--- config.mk ---
export PLATFORM = sky130hd
export DESIGN_NAME = ss20_back
export DESIGN_NICKNAME = d
export VERILOG_FILES = /design/src/hw/rtl/ss20_pkg.sv /design/src/hw/rtl/ss20_back.sv
export VERILOG_INCLUDE_DIRS = /design/src /design/src/hw/rtl
export SDC_FILE = /design/constraint.sdc
export NUM_CORES = 1
export LEC_CHECK = 0
export BUFFER_PORTS_ARGS = -buffer_cell sky130_fd_sc_hd__buf_2
export CAP_MARGIN = 20
export CORE_MARGIN = 2
export CORE_UTILIZATION = 36
export CTS_CLUSTER_DIAMETER = 40
export DETAILED_ROUTE_END_ITERATION = 12
export GPL_TIMING_DRIVEN = 0
export PLACE_DENSITY = 0.79
export RECOVER_POWER = 100
export SLEW_MARGIN = 20
export SYNTH_ARGS = -nofsm -noshare
export SYNTH_HDL_FRONTEND = slang
export SYNTH_SLANG_ARGS = --single-unit
--- constraint.sdc ---
create_clock -name clk_i -period 2.9 [get_ports clk_i]
set_clock_uncertainty 0.1 [all_clocks]
set_input_delay 0.58 -clock clk_i [delete_from_list [all_inputs] [get_ports clk_i]]
set_output_delay 0.58 -clock clk_i [all_outputs]
set_load 0.03 [all_outputs]
--- src/hw/rtl/salsa20_stream_xor_defines.svh ---
// Assertion macros shared by the keystream engine modules.
`ifndef SALSA20_STREAM_XOR_DEFINES_SVH
`define SALSA20_STREAM_XOR_DEFINES_SVH

// Same-cycle implication, sampled on clk_i and held off while rst_ni is low.
`define SS20_ASSERT_IMPL(lbl, ante, cons, msg) \
  lbl: assert property (@(posedge clk_i) disable iff (!rst_ni) (ante) |-> (cons)) \
    else $error(msg);

// Next-cycle implication, sampled on clk_i and held off while rst_ni is low.
`define SS20_ASSERT_NEXT(lbl, ante, cons, msg) \
  lbl: assert property (@(posedge clk_i) disable iff (!rst_ni) (ante) |=> (cons)) \
    else $error(msg);

`endif

--- src/hw/rtl/ss20_pkg.sv ---
// Shared types and constants of the Salsa20 stream XOR engine.
`timescale 1ns / 1ps
package ss20_pkg;

  localparam int unsigned BLOCK_BYTES = 64;
  localparam int unsigned WORD_COUNT  = 16;
  localparam int unsigned POS_W       = 6;
  localparam int unsigned WADDR_W     = 4;
  localparam int unsigned CFG_REGS    = 5;
  localparam int unsigned CFG_IDX_W   = 3;
  localparam int unsigned QUEUE_DEPTH = 4;
  localparam int unsigned OUT_DEPTH   = 4;
  localparam int unsigned OUT_CNT_W   = $clog2(OUT_DEPTH + 1);

  typedef logic [31:0] word_t;

  typedef enum logic [CFG_IDX_W-1:0] {
    CFG_KEY0  = 3'd0,
    CFG_KEY1  = 3'd1,
    CFG_KEY2  = 3'd2,
    CFG_KEY3  = 3'd3,
    CFG_NONCE = 3'd4
  } cfg_idx_e;

  typedef enum logic [1:0] {
    CORE_IDLE,
    CORE_ROUND,
    CORE_STORE
  } core_state_e;

  typedef enum logic [1:0] {
    BACK_STREAM,
    BACK_GEN,
    BACK_READY
  } back_state_e;

  // One classified input byte as it waits between front and back.
  typedef struct packed {
    logic [7:0]       data;
    logic             frame_end;
    logic [POS_W-1:0] pos;
    logic             new_block;
  } item_t;

  typedef struct packed {
    logic [7:0] data;
    logic       frame_end;
  } result_t;

  typedef struct packed {
    logic               we;
    logic [WADDR_W-1:0] addr;
    word_t              data;
  } ram_wr_t;

  typedef struct packed {
    logic busy;
    logic done;
  } core_stat_t;

endpackage

--- src/hw/rtl/ss20_back.sv ---
// Back end: orders block generation, reads keystream and forms results.
`timescale 1ns / 1ps
`include "salsa20_stream_xor_defines.svh"
module ss20_back (
  input  logic                            clk_i,
  input  logic                            rst_ni,
  input  logic                            head_valid_i,
  input  ss20_pkg::item_t                 head_i,
  output logic                            head_pop_o,
  output logic                            core_start_o,
  input  ss20_pkg::core_stat_t            core_stat_i,
  output logic                            ram_re_o,
  output logic [ss20_pkg::WADDR_W-1:0]    ram_raddr_o,
  input  ss20_pkg::word_t                 ram_rdata_i,
  input  logic [ss20_pkg::OUT_CNT_W-1:0]  out_count_i,
  output logic                            out_push_o,
  output ss20_pkg::result_t               out_item_o
);
  import ss20_pkg::*;

  back_state_e          state_q, state_d;
  logic                 s1_valid_q;
  logic [7:0]           s1_data_q;
  logic                 s1_fe_q;
  logic [1:0]           s1_sel_q;
  logic [OUT_CNT_W:0]   fill;
  logic                 room;
  logic [7:0]           key_byte;

  // Count the byte in the read stage so the result queue cannot overflow.
  assign fill = (OUT_CNT_W + 1)'(out_count_i) + (OUT_CNT_W + 1)'(s1_valid_q);
  assign room = (fill < (OUT_CNT_W + 1)'(OUT_DEPTH));

  always_comb begin
    state_d      = state_q;
    head_pop_o   = 1'b0;
    core_start_o = 1'b0;
    unique case (state_q)
      BACK_STREAM: begin
        if (head_valid_i) begin
          if (head_i.new_block) begin
            core_start_o = 1'b1;
            state_d      = BACK_GEN;
          end else if (room) begin
            head_pop_o = 1'b1;
          end
        end
      end
      BACK_GEN: begin
        if (core_stat_i.done) begin
          state_d = BACK_READY;
        end
      end
      BACK_READY: begin
        if (head_valid_i && room) begin
          head_pop_o = 1'b1;
          state_d    = BACK_STREAM;
        end
      end
      default: state_d = BACK_STREAM;
    endcase
  end

  assign ram_re_o    = head_pop_o;
  assign ram_raddr_o = head_i.pos[POS_W-1:2];

  assign key_byte             = ram_rdata_i[{s1_sel_q, 3'b000} +: 8];
  assign out_push_o           = s1_valid_q;
  assign out_item_o.data      = s1_data_q ^ key_byte;
  assign out_item_o.frame_end = s1_fe_q;

  always_ff @(posedge clk_i or negedge rst_ni) begin
    if (!rst_ni) begin
      state_q    <= BACK_STREAM;
      s1_valid_q <= 1'b0;
    end else begin
      state_q    <= state_d;
      s1_valid_q <= head_pop_o;
    end
  end

  always_ff @(posedge clk_i) begin
    if (head_pop_o) begin
      s1_data_q <= head_i.data;
      s1_fe_q   <= head_i.frame_end;
      s1_sel_q  <= head_i.pos[1:0];
    end
  end

  `SS20_ASSERT_IMPL(a_out_room, out_push_o, out_count_i != OUT_CNT_W'(OUT_DEPTH), "result pushed into a full queue")
  `SS20_ASSERT_IMPL(a_fresh_block, head_pop_o && head_i.new_block, state_q == BACK_READY, "byte left before its keystream block was made")
  `SS20_ASSERT_IMPL(a_start_idle, core_start_o, !core_stat_i.busy, "block started while the core was busy")

endmodule

## Word level (Yosys, flattened, before mapping)

Cells that the tools add are included.

- Register bits after elaboration: 14
- Input bits: 56
- Output and inout port bits: 17
- Word-level logic and storage cells: 31

- Add/sub/neg operators: 1
- Magnitude comparators: 1
- Equality and inequality tests: 6
- Shift-type cells: 1
- Muxes and demuxes: 13
- Bitwise logic cells: 1
- Reduce and logical (&&, ||, !) cells: 3

Operators with widths:

| kind | count |
|---|---|
| $shiftx A32 B6 Y8 | 1 |
| $mux W2 | 4 |
| $ne A2 B2 Y1 const B | 4 |
| $xor A8 B8 Y8 | 1 |
| $mux W1 | 7 |
| $pmux W2 S3 | 1 |
| $add A3 B1 Y4 | 1 |
| $lt A4 B3 Y1 const B | 1 |
| $reduce_and A4 Y1 | 1 |
| $eq A2 B1 Y1 const B | 1 |
| $eq A2 B2 Y1 const B | 1 |
| $logic_not A2 Y1 | 1 |
| $pmux W1 S2 | 1 |
| $logic_and A1 B1 Y1 | 1 |

## Longest topological paths before layout

Gate-level depths: netlist of run 1.

- Depth after elaboration: 6
- Mapped depth: 4

## Worst setup path before layout of run 1

OpenSTA, ideal clock, no wires.

- Path kind: in2out
- Start point: input out_count_i[1] (netlist bit)
- End point: output ram_re_o
- Data arrival time: 2.634 ns
- Data required time: 2.220 ns
- Path slack: -0.414 ns
- Cell stages on the path: 4
- Path buffers: 1
- Path through: nand3_1 -> nand3b_1 -> nor3_1 -> buf_4

- Longest elaborated chain between the ends: 6

Ends and longest elaborated chain:

| what | line | source |
|---|---|---|
| from (decl) | ss20_back.sv:15 | `input logic [ss20_pkg::OUT_CNT_W-1:0] out_count_i,` |
| $add A3 B1 Y4 (*) | ss20_back.sv:31 | `assign fill = (OUT_CNT_W + 1)'(out_count_i) + (OUT_CNT_W + 1)'(s1_valid_q);` |
| $lt A4 B3 Y1 (*) | ss20_back.sv:32 | `assign room = (fill < (OUT_CNT_W + 1)'(OUT_DEPTH));` |
| $mux W1 | ss20_back.sv:44 | `end else if (room) begin` |
| $mux W1 | ss20_back.sv:41 | `if (head_i.new_block) begin` |
| $mux W1 | ss20_back.sv:40 | `if (head_valid_i) begin` |
| $pmux W1 S2 (*) | ss20_back.sv:38 | `unique case (state_q)` |
| to (decl) | ss20_back.sv:12 | `output logic ram_re_o,` |

Every way passes the cells marked *; elsewhere a longest branch is shown, timed or not.

## Final worst setup path of run 1

Same ends and word-level chain as after synthesis.

==> results of run 1 <==
-- worst paths after layout --
path,endpoint
setup / recovery,ram_re_o
hold / removal,s1_data_q[0]
setup reg to reg,s1_data_q[3]
hold reg to reg,state_q[0]
max in group asynchronous,state_q[1]
min in group asynchronous,out_push_o
-- power groups by stage --
stage / logic (uW) / clock network [uW] / registers (uW)
floorplan: 149 / 0 / 266
detailed placement: 222 / 0 / 267
CTS: 223 / 120 / 263
finish: 215 / 113 / 264
global route: 234 / 130 / 268
global placement: 217 / 0 / 263
-- state kept, by name (all words and copies together), names as in the netlist --
register,cells
out_push_o,1
s1_data_q,8
s1_fe_q,1
s1_sel_q,2
state_q,2
-- cells by family (layout without fill, tap and decap cells) --
logic type      count (synthesis)  in the layout  synth area share, %
flops                          14             14                51.84
buf+inv                         9             81                8.318
xor+xnor                        8              8                8.960
mux                             8              8                23.04
simple gates                    7              7                5.760
compound gates                  2              2                2.081
-- synth_stat cells, drive strengths merged (2+ instances only) --
| cell type | instances | area (sq um) |
|---|---|---|
| nor2b | 2 | 12.51 |
| dfrtp | 3 | 75.07 |
| mux4 | 8 | 180.2 |
| buf | 7 | 56.30 |
| xor2 | 8 | 70.07 |
| edfxtp | 11 | 330.3 |
-- cells in the final DEF (no fill, tap or decap) --
cell           count
xor2_1             8
clkbuf_2           1
buf_4              5
mux4_2             8
edfxtp_1          11
dlygate4sd3_1      1
clkbuf_4           4
buf_2             50
o2bb2ai_1          1
nand2b_1           1
clkbuf_1          18
nor3_4             1
o21bai_1           1
nand3_1            1
nand3b_1           1
inv_1              1
nor2b_1            2
dfrtp_1            3
and3b_1            1
buf_6              1
-- through the flow --
step	utilization, %	cell area [sq um]	total power [uW]
2_1_floorplan	-	787.0	414.3
3_3_place_gp	57.75	1156	480.5
3_5_place_dp	57.75	1156	488.6
4_1_cts	59.56	1192	606.3
5_1_grt	58.81	1177	631.5
6_report	58.81	1177	591.8
-- area by class of cell --
type	count	share of cell area, %
Buffer	8	5.207
Clock buffer	4	2.232
Inverter	1	0.3188
Multi-Input combinational cell	25	27.42
Sequential cell	14	34.43
Tap cell	27	2.869
Timing Repair Buffer	68	27.52
-- metal layers --
layer  vias up  routed length [um]  global-route usage (%)
li1        322                   -                       -
met1       290                 598                   14.53
met2        48                 919                   29.39
met3         2                 256                   5.357
met4         0                   8                   7.658
met5         -                   0                       0
-- repair_timing --
item | in CTS | in global routing
hold buffers | 1 | 0
resized for setup | 0 | 1
setup endpoints to repair | 0 | 1
hold endpoints to repair | 3 | 0
==> run metrics, run 1 <==
clock group share of total power 19.0%; Rows 16; port bufs 67; Cell Int Power 389.6 uW; synthesized area 782.0 sq um; PnR worst setup slack 0.3587 ns; Mean Syn Cell Area 16.29 sq um; worst path bufs/invs 3; Hold Startpoint head_i[8]; root buf cell clkbuf_4; CP dominant cell by count buf_2; via count 662; Worst-path clk slew 0.09 ns; Max Fclk 0.3935 GHz; CP endpoint kind output port; CTS sink cnt 14; Die Wd 50.61 um; die span in y 50.61 um; Core Region 0.002002 sq mm; logic gate share of total power 36.3%; post-synthesis cell type count 16; initial core utilization 39.06%; NetSw 202.2 uW; Hold Vio Cnt, Final 0; Detail Placement HPWL 1.493 mm; Final period util 87.63%; WHS Path Cells 1; CTS tree yes; total die area 0.002561 sq mm; antenna viol nets, final 0; Worst Path Arrival 1.86 ns; crit path launch out_count_i[1]; nets@finish 177; CP top delay family simple AND/OR/NAND/NOR gates; Cells after DPL 142; post-CTS setup buffers 0; status finished clean; Worst R2R Setup Slack 1.29 ns; vias in the first global route 662; 1st-pass router iterations 4; Worst-Margin Slew 0.5928 ns; Slowest Stage Delay on Critical Path 0.54 ns; Final Non-Filler Cells 147; post-layout minimum cycle time 2.541 ns; Max IR drop VDD 0.2940 mV; Hold Crit Class input pin to flip-flop; Power per Cell Area 502.6 mW/mm^2; number of remaining DRC errors 0; drt wl/cell 12.13 um; sw frac 34.17%; Synthesized Nets 104; maximum clock path buffer count 2; worst hold margin 0.3721 ns; CP Launch Type input pin; leak pwr 0.0005306 uW; GRT Residual Overflow 0; Top Ports 73; Post-Route WL 1.783 mm; crit path max fanout 14; Max Cap Violations 0; WP depth 6; sequential element share of the synthesized area 51.84%; pin count of the biggest net entering global routing 15; Worst R2R Path Depth 3; vias per inst 4.503; GRT Overall Usage 15.52%; Cell Chain, Critical Path buf_2 > nand3_1 > nand3b_1 > nor3_4 > clkbuf_4 > buf_2; Async SR Flop Fraction 21.43%; Setup Crit Path Kind input pin to output port; worst r2r src out_push_o; ratio of cells with drive above 1 in the final layout 58.33%; final setup vio count 0; initial antenna violation count 0; relative slew slack 60.35%; WP data required 2.22 ns; Setup Slack @ Placement 0.1536 ns; Max Slew Vio Count 0; Area Overhead vs Synth 50.56%; #FFs+latches synth 14; slowest CP cell nor3_4; fill count 190; number of DRC markers in iteration 0 4; Sequential cell area 405.4 sq um; TNS Setup 0 ns; Reg power frac 44.6%; GP Congestion 0.5860; RSZ-0062 raised after global routing false; # diodes 0; ys flop type edfxtp_1; global-route wire length before repair 2.815 mm; H-tree depth 1; synthesized netlist cell count 48; number of flops mapped to enable cells by yosys 11; Yosys Warn Count 0; cts bufs inserted 3; Multi-input gate area 322.8 sq um; clk_lat worst skew 0.27 ns
Power figures use the tool's default switching activity.
==> run 2: changes to the inputs <==
--- a/config.mk
+++ b/config.mk
@@ -8,8 +8,10 @@
 export LEC_CHECK = 0
 export BUFFER_PORTS_ARGS = -buffer_cell sky130_fd_sc_hd__buf_2
 export CAP_MARGIN = 20
+export CELL_PAD_IN_SITES_DETAIL_PLACEMENT = 0
+export CELL_PAD_IN_SITES_GLOBAL_PLACEMENT = 1
 export CORE_MARGIN = 2
-export CORE_UTILIZATION = 36
+export CORE_UTILIZATION = 26
 export CTS_CLUSTER_DIAMETER = 40
 export DETAILED_ROUTE_END_ITERATION = 12
 export GPL_TIMING_DRIVEN = 0
==> run 2 against run 1 <==
The run now ends with design-rule violations left. Power is 0.41% higher. Critical path type is now flip-flop to output port. Non-clock buffer count stayed put. Worst hold slack hardly changed.
==> run metrics, run 2 (same netlist as run 1, synthesis figures left out) <==
GRT Overall Usage 11.38%; most common cell after layout, fill and taps aside buf_2; crit path max fanout 14; port bufs 67; drt wl/cell 12.10 um; Top Ports 73; Area Overhead vs Synth 51.20%; max reg flops 8; Max Slew Vio Count 0; Largest regs s1_data_q: 8 flops, s1_sel_q: 2 flops, state_q: 2 flops; TNS Setup 0 ns; Sequential cell area 405.4 sq um; post-route cell area 0.001182 sq mm; ratio of cells with drive above 1 in the final layout 58.33%; antenna viol nets, final 0; PnR worst setup slack 0.2791 ns; vias per inst 4.417; Core Region 0.002805 sq mm; GP Congestion 0.6310; initial core utilization 27.88%; Multi-input gate area 322.8 sq um; Power per Cell Area 502.6 mW/mm^2; final setup vio count 0; clk_lat worst skew 0.27 ns; Setup Slack @ Placement 0.04420 ns; H-tree depth 1; pin count of the biggest net entering global routing 15; Final period util 90.38%; Detail Placement HPWL 1.477 mm; most frequent cells in the layout buf_2, clkbuf_1, edfxtp_1, mux4_2, xor2_1; relative slew slack 55.97%; Die Wd 58.84 um; Worst-Margin Slew 0.6583 ns; Placed Area 0.001161 sq mm; Hold Crit Class input pin to flip-flop; die span in y 58.84 um; post-layout minimum cycle time 2.621 ns; CP endpoint kind output port; root buf cell clkbuf_4; # diodes 0; nets@finish 177; Setup Crit Path Kind flip-flop to output port; CP Launch Type flip-flop; status complete, but fails checks; leak pwr 0.0005306 uW; initial antenna violation count 0; number of DRC markers in iteration 0 21; total die area 0.003462 sq mm; Max Cap Violations 0; Hold Vio Cnt, Final 0; Worst Path Arrival 1.94 ns; global-route wire length before repair 2.904 mm; RSZ-0062 raised after global routing false; vias in the first global route 658; CTS sink cnt 14; fill count 287; failing checks design-rule violations; via count 667; 1st-pass router iterations 9; number of remaining DRC errors 3; maximum clock path buffer count 2; worst hold margin 0.3722 ns; Max IR drop VDD 0.3090 mV; CTS tree yes; Rows 19; Worst-path clk slew 0.08 ns; most flop-heavy register s1_data_q; WP data required 2.22 ns; post-CTS setup buffers 0; GRT Residual Overflow 0; cts bufs inserted 3; Max Fclk 0.3815 GHz; Post-Route WL 1.827 mm
[run 2: path summary, 6_finish.rpt]
path | slack (ns) | cells past startpoint | to | from
max in group asynchronous | 2.02 | 2 | state_q[0] | rst_ni
setup reg to reg | 1.23 | 3 | s1_data_q[1] | out_push_o
hold / removal | 0.37 | 1 | s1_sel_q[0] | head_i[1]
hold reg to reg | 0.50 | 2 | state_q[0] | state_q[1]
setup / recovery | 0.28 | 5 | ram_re_o | out_push_o
min in group asynchronous | 0.53 | 2 | out_push_o | rst_ni
[run 2: final cells by class]
class	instances	area share, %
Timing Repair Buffer	68	27.41
Sequential cell	14	34.29
Inverter	1	0.3175
Clock buffer	4	2.222
Buffer	8	5.185
Tap cell	31	3.280
Multi-Input combinational cell	25	27.30
[run 2: metrics by stage]
step | instances | power (uW) | util (%)
after floorplan | 48 | 414.3 | -
after global placement | 146 | 483.2 | 41.39
after detailed placement | 146 | 490.0 | 41.39
after CTS | 151 | 616.1 | 42.91
after global routing | 151 | 638.5 | 42.15
final | 151 | 594.2 | 42.15
[run 2: where the power goes]
| part | leakage [uW] | internal, uW | total, uW | switching (uW) |
|---|---|---|---|---|
| Combinational | 0.000375 | 90.5 | 217 | 126 |
| Sequential | 0.000140 | 246 | 263 | 17.4 |
| Clock | 0.0000150 | 53.3 | 114 | 60.9 |
[run 2: timing repair]
action / CTS / global route
hold buffers: 1 / 0
gates resized for setup: 1 / 0
endpoints found under the setup margin: 1 / 0
hold endpoints to repair: 3 / 0
[run 2: routing by layer]
layer | share of wire [%] | vias up | global-route usage [%]
met5 | 0 | - | 0
met4 | 1.9 | 0 | 5.844
li1 | - | 323 | -
met2 | 47 | 47 | 18.89
met1 | 37 | 292 | 12.73
met3 | 14 | 5 | 4.176
[run 2: critical path, stage by stage, from the launching register on]
cell and delay (ns):
dfrtp_1 0.40, nand3_1 0.09, nand3b_1 0.14, nor3_4 0.59, clkbuf_4 0.26, buf_2 0.19
==> run 3: changes to the inputs <==
--- a/config.mk
+++ b/config.mk
@@ -15,7 +15,7 @@
 export CTS_CLUSTER_DIAMETER = 40
 export DETAILED_ROUTE_END_ITERATION = 12
 export GPL_TIMING_DRIVEN = 0
-export PLACE_DENSITY = 0.79
+export PLACE_DENSITY = 0.85
 export RECOVER_POWER = 100
 export SLEW_MARGIN = 20
 export SYNTH_ARGS = -nofsm -noshare
==> run 3 against run 2 <==
The run still ends with design-rule violations left. Critical path depth grew 1. Clock power is essentially flat. Sequential cell count unchanged. Global-route usage fell by 0.21 points. Via count rose by 0.30%. Critical endpoint unchanged. Highest routed layer unchanged.
==> run metrics, run 3 (same netlist as run 1, synthesis figures left out) <==
die span in y 58.84 um; Setup Crit Path Kind input pin to output port; global-route wire length before repair 2.911 mm; leak pwr 0.0005306 uW; CP endpoint kind output port; Slowest Stage Delay on Critical Path 0.56 ns; GRT Overall Usage 11.16%; CP dominant cell by count buf_2; failing checks design-rule violations; relative slew slack 58.78%; number of remaining DRC errors 5; initial antenna violation count 0; worst path bufs/invs 3; slowest CP cell nor3_4; root buf cell clkbuf_4; drt wl/cell 11.94 um; vias per inst 4.430; Hold Crit Class input pin to flip-flop; Worst-Margin Slew 0.6163 ns; pin count of the biggest net entering global routing 15; status complete, but fails checks; Worst Path Arrival 1.89 ns; PnR worst setup slack 0.3321 ns; number of DRC markers in iteration 0 12; Top Ports 73; Power per Cell Area 498.7 mW/mm^2; clk_lat worst skew 0.27 ns; total die area 0.003462 sq mm; CTS tree yes; Hold Vio Cnt, Final 0; H-tree depth 1; Worst R2R Path Depth 3; CP Launch Type input pin; Worst R2R Setup Slack 1.27 ns; reg2reg end s1_data_q[4]; GRT Residual Overflow 0; M1 GR Usage 10.96%; post-layout minimum cycle time 2.568 ns; initial core utilization 27.88%; 1st-pass router iterations 7; most frequent cells in the layout buf_2, clkbuf_1, edfxtp_1, mux4_2, xor2_1; Rows 19; Core Region 0.002805 sq mm; Detail Placement HPWL 1.511 mm; WP data required 2.22 ns; CP top delay family simple AND/OR/NAND/NOR gates; GRT Max-Usage Layer met2; Max Slew Vio Count 0; Final period util 88.55%; Max Cap Violations 0; Hold Startpoint head_i[14]; antenna viol nets, final 0; # diodes 0; most common cell after layout, fill and taps aside buf_2; via count 669; vias in the first global route 721; met2 Resource Use GR 21.59%; ratio of cells with drive above 1 in the final layout 58.33%; nets@finish 177; WHS Path Cells 1; CTS sink cnt 14; GP Congestion 0.6576; TNS Setup 0 ns; port bufs 67; maximum clock path buffer count 2; worst r2r src out_push_o; cts bufs inserted 3; fill count 291; RSZ-0062 raised after global routing false; most flop-heavy register s1_data_q; Die Wd 58.84 um; Max Fclk 0.3894 GHz; Setup Slack @ Placement 0.08233 ns; max reg flops 8; GR met3 Demand/Resource 2.857%; Post-Route WL 1.803 mm; worst hold margin 0.3775 ns; crit path max fanout 14; Max IR drop VDD 0.2830 mV; Area Overhead vs Synth 51.20%; Worst-path clk slew 0.08 ns; Cell Chain, Critical Path buf_2 > nand3_1 > nand3b_1 > nor3_4 > clkbuf_4 > buf_2; Largest regs s1_data_q: 8 flops, s1_sel_q: 2 flops, state_q: 2 flops; hold endpoint s1_data_q[6]; final setup vio count 0
[run 3: repair_timing]
item,in CTS,in global routing
gates resized for setup,0,1
setup buffers,0,0
hold buffers,1,0
hold endpoints to repair,3,0
endpoints found under the setup margin,0,1
[run 3: metrics by stage]
step	power [uW]	std cells	instance area (sq um)	utilization, %
2_1_floorplan	414.3	48	787.0	-
3_3_place_gp	481.1	146	1161	41.39
3_5_place_dp	488.2	146	1161	41.39
4_1_cts	605.0	151	1197	42.69
5_1_grt	627.2	151	1182	42.15
6_report	589.7	151	1182	42.15
[run 3: how the worst max path moves through the flow]
stage / to / from / slack [ns] / depth (start not counted)
floorplan: ram_re_o / out_count_i[1] / 0.25 / 4
global placement: ram_re_o / out_count_i[1] / 0.14 / 6
detailed placement: ram_re_o / out_count_i[1] / 0.08 / 6
CTS: ram_re_o / out_push_o / 0.1 / 5
global route: ram_re_o / out_push_o / 0.17 / 5
finish: ram_re_o / out_count_i[1] / 0.33 / 6
[run 3: layer usage]
layer / vias to the layer above / wire length (um)
li1: 327 / -
met1: 298 / 625
met2: 42 / 945
met3: 2 / 227
met4: 0 / 4
met5: - / 0
[run 3: layout make-up]
class	count	area (sq um)	share of cell area [%]
Buffer	8	61.31	5.185
Clock buffer	4	26.28	2.222
Multi-Input combinational cell	25	322.8	27.30
Timing Repair Buffer	68	324.1	27.41
Sequential cell	14	405.4	34.29
Tap cell	31	38.79	3.280
Inverter	1	3.754	0.3175
[run 3: power by group]
part	leakage (uW)	internal, uW	switching (uW)	total, uW
clock network	0.0000150	53.2	58.3	112
logic	0.000375	90.5	123	214
registers	0.000140	246	18.5	264
